### config.mk
export PLATFORM = sky130hd
export DESIGN_NAME = hpfp_cfg_unit
export DESIGN_NICKNAME = d
export VERILOG_FILES = /design/src/design/hpfp_pkg.sv /design/src/design/hpfp_cfg_unit.sv
export SDC_FILE = /design/constraint.sdc
export NUM_CORES = 1
export LEC_CHECK = 0
export ABC_AREA = 1
export BUFFER_PORTS_ARGS = -buffer_cell sky130_fd_sc_hd__buf_2
export CAP_MARGIN = 20
export CORE_UTILIZATION = 55
export DETAILED_ROUTE_END_ITERATION = 7
export GPL_ROUTABILITY_DRIVEN = 0
export PLACE_DENSITY_LB_ADDON = 0.1
export SLEW_MARGIN = 20
export SYNTH_ARGS = -nofsm -noshare
export SYNTH_HDL_FRONTEND = slang
export SYNTH_SLANG_ARGS = --single-unit
### constraint.sdc
create_clock -name clk -period 6.6 [get_ports clk]
set_input_delay 0.33 -clock clk [delete_from_list [all_inputs] [get_ports clk]]
set_output_delay 0.33 -clock clk [all_outputs]
set_load 0.02 [all_outputs]
### src/design/hpfp_pkg.sv
package hpfp_pkg;

  localparam int unsigned FE_W       = 16;
  localparam int unsigned SZ_W       = 32;
  localparam int unsigned VIS_W      = 48;
  localparam int unsigned PAGE_W     = 32;
  localparam int unsigned SRC_SPLIT  = 24;
  localparam int unsigned CFG_IDX_W  = 3;
  localparam int unsigned CFG_DATA_W = 48;
  localparam int unsigned IN_TDATA_W = 32;
  localparam int unsigned OUT_TDATA_W = 184;
  localparam int unsigned OUT_USED_W  = 1 + VIS_W + 4 * SZ_W;
  localparam int unsigned DIV_STEPS  = VIS_W;
  localparam int unsigned DIV_CNT_W  = $clog2(DIV_STEPS);

  typedef enum logic [CFG_IDX_W-1:0] {
    CFG_FRAME_ELEMENTS = 3'd0,
    CFG_FRAME_PAGE_BYTES = 3'd1,
    CFG_PAYLOAD_BYTES = 3'd2,
    CFG_HALO_PREFIX_BYTES = 3'd3,
    CFG_VISIBLE_BYTES = 3'd4,
    CFG_SCAN_MODE = 3'd5
  } cfg_idx_t;

  // derived configuration, stable while idle is set
  typedef struct packed {
    logic             idle;
    logic             bad;
    logic             scan;
    logic [SZ_W-1:0]  fpb;
    logic [SZ_W-1:0]  eb;
    logic [FE_W-1:0]  pay_el;
    logic [FE_W-1:0]  pre_el;
    logic [FE_W-1:0]  room_el;
    logic [VIS_W-1:0] act_el;
  } cfg_derived_t;

endpackage

### src/design/hpfp_cfg_unit.sv
module hpfp_cfg_unit
  import hpfp_pkg::*;
(
  input  logic                  clk,
  input  logic                  rst_n,
  input  logic                  cfg_valid,
  output logic                  cfg_ready,
  input  logic [CFG_IDX_W-1:0]  cfg_index,
  input  logic [CFG_DATA_W-1:0] cfg_data,
  output cfg_derived_t          cfg_o
);

  typedef enum logic [2:0] {
    ST_IDLE,
    ST_START,
    ST_DIV_EB,
    ST_DIV_PAY,
    ST_DIV_PRE,
    ST_DIV_ACT,
    ST_CHECK
  } state_t;

  state_t               state_r;
  logic [FE_W-1:0]      fe_r;
  logic [SZ_W-1:0]      fpb_r;
  logic [SZ_W-1:0]      pay_r;
  logic [SZ_W-1:0]      pre_r;
  logic [VIS_W-1:0]     vis_r;
  logic                 scan_r;
  logic                 bad_r;
  logic [SZ_W-1:0]      eb_r;
  logic [SZ_W-1:0]      payq_r;
  logic [SZ_W-1:0]      preq_r;
  logic [VIS_W-1:0]     act_r;

  // shared restoring divider, one quotient bit per cycle until a configuration write restarts it
  logic [VIS_W-1:0]     num_r;
  logic [SZ_W-1:0]      den_r;
  logic [SZ_W-1:0]      rem_r;
  logic [DIV_CNT_W-1:0] cnt_r;

  logic [SZ_W:0]        rem_sh;
  logic [SZ_W:0]        sub;
  logic                 ge;
  logic [SZ_W-1:0]      rem_n;
  logic [VIS_W-1:0]     num_n;
  logic                 last;
  logic [SZ_W:0]        room_chk;

  assign rem_sh   = {rem_r, num_r[VIS_W-1]};
  assign sub      = rem_sh - {1'b0, den_r};
  assign ge       = ~sub[SZ_W];
  assign rem_n    = ge ? sub[SZ_W-1:0] : rem_sh[SZ_W-1:0];
  assign num_n    = {num_r[VIS_W-2:0], ge};
  assign last     = (cnt_r == DIV_CNT_W'(DIV_STEPS - 1));
  assign room_chk = {{(SZ_W+1-FE_W){1'b0}}, fe_r} - {1'b0, preq_r};

  always_ff @(posedge clk) begin
    if (!rst_n) begin
      state_r <= ST_IDLE;
      fe_r    <= FE_W'(1);
      fpb_r   <= '0;
      pay_r   <= '0;
      pre_r   <= '0;
      vis_r   <= '0;
      scan_r  <= 1'b0;
      bad_r   <= 1'b1;
    end else if (cfg_valid) begin
      case (cfg_index)
        CFG_FRAME_ELEMENTS:    fe_r   <= cfg_data[FE_W-1:0];
        CFG_FRAME_PAGE_BYTES:  fpb_r  <= cfg_data[SZ_W-1:0];
        CFG_PAYLOAD_BYTES:     pay_r  <= cfg_data[SZ_W-1:0];
        CFG_HALO_PREFIX_BYTES: pre_r  <= cfg_data[SZ_W-1:0];
        CFG_VISIBLE_BYTES:     vis_r  <= cfg_data[VIS_W-1:0];
        CFG_SCAN_MODE:         scan_r <= cfg_data[0];
        default: ;
      endcase
      state_r <= ST_START;
    end else begin
      case (state_r)
        ST_IDLE: ;
        ST_START: begin
          if (fe_r == '0 || fpb_r == '0 || pay_r == '0) begin
            bad_r   <= 1'b1;
            state_r <= ST_IDLE;
          end else begin
            num_r   <= VIS_W'(fpb_r);
            den_r   <= SZ_W'(fe_r);
            rem_r   <= '0;
            cnt_r   <= '0;
            state_r <= ST_DIV_EB;
          end
        end
        ST_DIV_EB, ST_DIV_PAY, ST_DIV_PRE, ST_DIV_ACT: begin
          if (!last) begin
            num_r <= num_n;
            rem_r <= rem_n;
            cnt_r <= cnt_r + 1'b1;
          end else begin
            rem_r <= '0;
            cnt_r <= '0;
            case (state_r)
              ST_DIV_EB: begin
                if (rem_n != '0) begin
                  bad_r   <= 1'b1;
                  state_r <= ST_IDLE;
                end else begin
                  eb_r    <= num_n[SZ_W-1:0];
                  den_r   <= num_n[SZ_W-1:0];
                  num_r   <= VIS_W'(pay_r);
                  state_r <= ST_DIV_PAY;
                end
              end
              ST_DIV_PAY: begin
                payq_r  <= num_n[SZ_W-1:0];
                num_r   <= VIS_W'(pre_r);
                state_r <= ST_DIV_PRE;
              end
              ST_DIV_PRE: begin
                preq_r  <= num_n[SZ_W-1:0];
                num_r   <= vis_r;
                state_r <= ST_DIV_ACT;
              end
              default: begin
                act_r   <= num_n;
                state_r <= ST_CHECK;
              end
            endcase
          end
        end
        ST_CHECK: begin
          bad_r   <= (payq_r == '0) || (preq_r > SZ_W'(fe_r)) ||
                     ({1'b0, payq_r} > room_chk);
          state_r <= ST_IDLE;
        end
        default: state_r <= ST_IDLE;
      endcase
    end
  end

  assign cfg_ready     = 1'b1;
  assign cfg_o.idle    = (state_r == ST_IDLE);
  assign cfg_o.bad     = bad_r;
  assign cfg_o.scan    = scan_r;
  assign cfg_o.fpb     = fpb_r;
  assign cfg_o.eb      = eb_r;
  assign cfg_o.pay_el  = payq_r[FE_W-1:0];
  assign cfg_o.pre_el  = preq_r[FE_W-1:0];
  assign cfg_o.room_el = fe_r - preq_r[FE_W-1:0];
  assign cfg_o.act_el  = act_r;

endmodule

==> results by group <==
Die
  – Starting Density: 56.3%
  – Cell Rows: 71
  – Die Area: 0.0397 sq mm
  – Ports: 218
  – Core area: 0.0379 sq mm
  – Die Width: 199 um
  – Chip height: 199 um

Yosys
  – Mean Syn Cell Area: 8.53 sq um
  – Synthesized area: 0.0214 sq mm
  – Yosys cell types: 50
  – Share of synthesized flip-flops with an asynchronous set or reset: 0%
  – Gate Count Post-Synth: 2,506
  – Flops & latches, synth: 427
  – Yosys warns: 0
  – Ys flop type: edfxtp_1
  – Syn Nets: 2,643
  – EDFF count, synth: 262
  – Part of the Yosys area used for sequential elements: 52.3%

Power and ir drop
  – Sequential share of power: 51.2%
  – Pint: 0.00436 W
  – Worst VDD drop: 0.000240 V
  – Clock power frac: 41.6%
  – Leakage: 10.7 nW
  – Power Density: 235 mW/mm^2
  – Gate power share: 7.2%
  – Net Sw Frac: 23.5%
  – Switch Pwr: 0.00134 W

STA
  – Pins Over Slew Limit: 0
  – Final hold violations: 0
  – Max Fclk: 228 MHz
  – Tcrit/Tclk final: 66.4%
  – RSZ-0062 raised after global routing: no
  – Skew final: 0.0223 ns
  – Max_slew headroom: 29.0%
  – Worst slew pin tran: 1.06 ns
  – Period minus WS final: 4.38 ns
  – Setup TNS: 0 ns
  – Setup violators final: 0

Drt
  – Router iterations before antenna repair: 5
  – DRT Wirelength: 62.0 mm
  – Number of DRC markers in iteration 0: 1,708
  – WL/cell: 19.3 um
  – Vias per cell: 5.62
  – Drc violations: 0
  – Antenna viol nets, final: 0
  – Detailed-route via count: 18,108

Worst setup path
  – FF-to-FF End: bad_r
  – Required @ worst endpoint: 7.10 ns
  – Setup slack, reg-to-reg: 2.22 ns
  – WS Path Type: flip-flop to flip-flop
  – Critical Path AT: 4.88 ns
  – Crit-path max FO: 5
  – Crit path to: bad_r
  – Worst setup SP type: flip-flop
  – Worst setup path startpoint: preq_r[2]
  – Crit. End Element: flip-flop
  – R2R depth: 25
  – Worst R2R Start: preq_r[2]

Clock tree
  – TritonCTS buffer count: 43
  – Clock latency on the worst-skew pair: 0.58 ns
  – Post-CTS resize count: 0
  – H-tree Lvls: 2
  – Clock transition at path regs: 0.06 ns
  – Root Driver: clkbuf_16
  – CTS Buffer Depth: 3
  – Clock sink count: 427
  – CTS tree: built
  – Hold Buf Count CTS: 14
  – Postcts setup bufs: 0

Worst hold path
  – Hold Crit Class: input port to flip-flop

Global route
  – Largest net degree at the start of global routing: 118
  – Global-route wire length before repair: 94.3 mm
  – Vias in the first global route: 16,763
  – Antenna violations before repair: 3
  – All-Layer GR Usage: 31.6%
  – Total grt overflow: 0

Layout
  – Nets: 2,815
  – Synth-to-Final Area Change: 13.3%
  – Number of diodes: 0
  – Non-Filler Instances: 3,220
  – Share of cells above drive strength 1: 12.7%

Placed design
  – Placed cell count: 3,129
  – I/O Buffers: 216
  – Final HPWL DP: 44.6 mm

Run status
  – Status: finished, final reports clean

Job
  – Max-Cap Viols: 0
==> final cells by class <==
class / instances / area (sq um)
clock buffer: 63 / 1210
inverter: 341 / 1280
fill: 3246 / 13700
timing repair buffer: 252 / 1420
sequential: 427 / 11200
multi-input combinational: 1613 / 8350
tap: 511 / 639
clock inverter: 13 / 145
==> cell usage in the layout, fill, tap and decap left out, types with 14 or more instances in the layout <==
master,instances
buf_4,21
xor2_1,22
inv_1,334
clkbuf_16,44
dlygate4sd3_1,14
buf_2,215
dfxtp_1,165
xnor2_1,19
nand4_1,35
nor2_1,362
edfxtp_1,262
nand3_1,82
nand2_1,477
clkbuf_1,15
ha_1,81
a221oi_1,21
nor4_1,34
a21oi_1,119
o21ai_0,218
nor3_1,17
==> per-stage QoR <==
| step | cell area (sq um) | util (%) | worst slack [ns] | total power, W | hold WS [ns] |
|---|---|---|---|---|---|
| global placement | 22700 | 59.8 | 2.42 | 0.00335 | 0.433 |
| floorplan | 21400 | - | 0.786 | 0.00322 | 0.424 |
| global route | 24200 | 63.8 | 1.86 | 0.00588 | 0.0170 |
| finish | 24200 | 63.8 | 2.22 | 0.00570 | 0.0235 |
| CTS | 24200 | 63.8 | 2.28 | 0.00572 | 0.0000290 |
| detailed placement | 22700 | 59.8 | 2.30 | 0.00336 | 0.439 |
==> synthesized netlist by cell type, types with 5 or more instances <==
library cell / n / area [sq um]
a2111oi_0: 13 / 114
a21o_1: 5 / 37.5
a21oi_1: 120 / 601
a221oi_1: 21 / 184
a31oi_1: 12 / 75.1
buf_4: 35 / 263
clkbuf_1: 85 / 319
dfxtp_1: 165 / 3300
edfxtp_1: 262 / 7870
ha_1: 81 / 1010
inv_1: 334 / 1250
inv_2: 6 / 22.5
nand2_1: 477 / 1790
nand2_2: 7 / 43.8
nand2_4: 6 / 67.6
nand3_1: 83 / 415
nand3b_1: 9 / 67.6
nand4_1: 35 / 219
nor2_1: 371 / 1390
nor3_1: 18 / 90.1
nor4_1: 34 / 213
o2111ai_1: 7 / 61.3
o21ai_0: 218 / 1090
o21bai_1: 7 / 52.6
o22ai_1: 11 / 68.8
xnor2_1: 19 / 166
xor2_1: 22 / 193
==> logic make-up (layout without fill, tap and decap cells) <==
group           after synthesis  after routing  synth area share (%)
flops                       427            427                  52.3
other cells                   1              1                0.0175
compound gates              431            431                  11.4
buf+inv                     466            669                  8.99
simple gates               1057           1057                  20.8
xor+xnor                     41             41                  1.68
fa+ha+maj                    83             83                  4.93
==> power by group through the flow <==
stage	logic (W)	registers [W]	clock network [W]
2_1_floorplan	0.000257	0.00296	0
3_3_place_gp	0.000386	0.00297	0
3_5_place_dp	0.000393	0.00297	0
4_1_cts	0.000402	0.00291	0.00240
5_1_grt	0.000453	0.00292	0.00251
6_report	0.000410	0.00291	0.00237
==> worst max-delay path, cell delays in order (launching register included) <==
cell and delay, ns:
edfxtp_1 0.34, inv_1 0.05, ha_1 0.36, a21oi_1 0.13, o21ai_0 0.24, nand2_1 0.08
o211ai_1 0.09, nor2_1 0.10, inv_1 0.06, a21oi_1 0.11, o21ai_0 0.69, nand2_1 0.20
nor2_1 0.28, nand3_1 0.13, xnor2_1 0.15, ha_1 0.29, inv_1 0.04, nor2_1 0.16
nand3_1 0.13, nor2_1 0.14, nand4_1 0.09, nand3_1 0.10, nand2_1 0.05, nand2_1 0.14
nand3_1 0.09, nand3_1 0.07
==> worst min-delay path by stage <==
stage / start / slack, ns / to / cells after the start
2_1_floorplan: pre_r[13] / 0.42 / pre_r[13] / 2
3_3_place_gp: num_r[44] / 0.43 / act_r[45] / 0
3_5_place_dp: pre_r[30] / 0.44 / pre_r[30] / 2
4_1_cts: cfg_data[33] / 0.00003 / vis_r[33] / 3
5_1_grt: cfg_data[42] / 0.02 / vis_r[42] / 3
6_report: cfg_data[33] / 0.02 / vis_r[33] / 3
==> per-layer routing <==
layer | GRT usage [%] | part of all wire (%)
met5 | 0 | 0
met4 | 11.9 | 3.2
met3 | 5.77 | 9.1
met2 | 48.2 | 44
met1 | 44.7 | 43
==> sequential cells by signal, indices dropped and copies added, names as in the netlist, 3 cells and up <==
| register | cells |
|---|---|
| act_r | 48 |
| num_r | 48 |
| vis_r | 48 |
| den_r | 32 |
| eb_r | 32 |
| fpb_r | 32 |
| pay_r | 32 |
| payq_r | 32 |
| pre_r | 32 |
| preq_r | 32 |
| rem_r | 32 |
| fe_r | 16 |
| cnt_r | 6 |
| state_r | 3 |
Note: power is estimated with default switching activity, not from simulation.
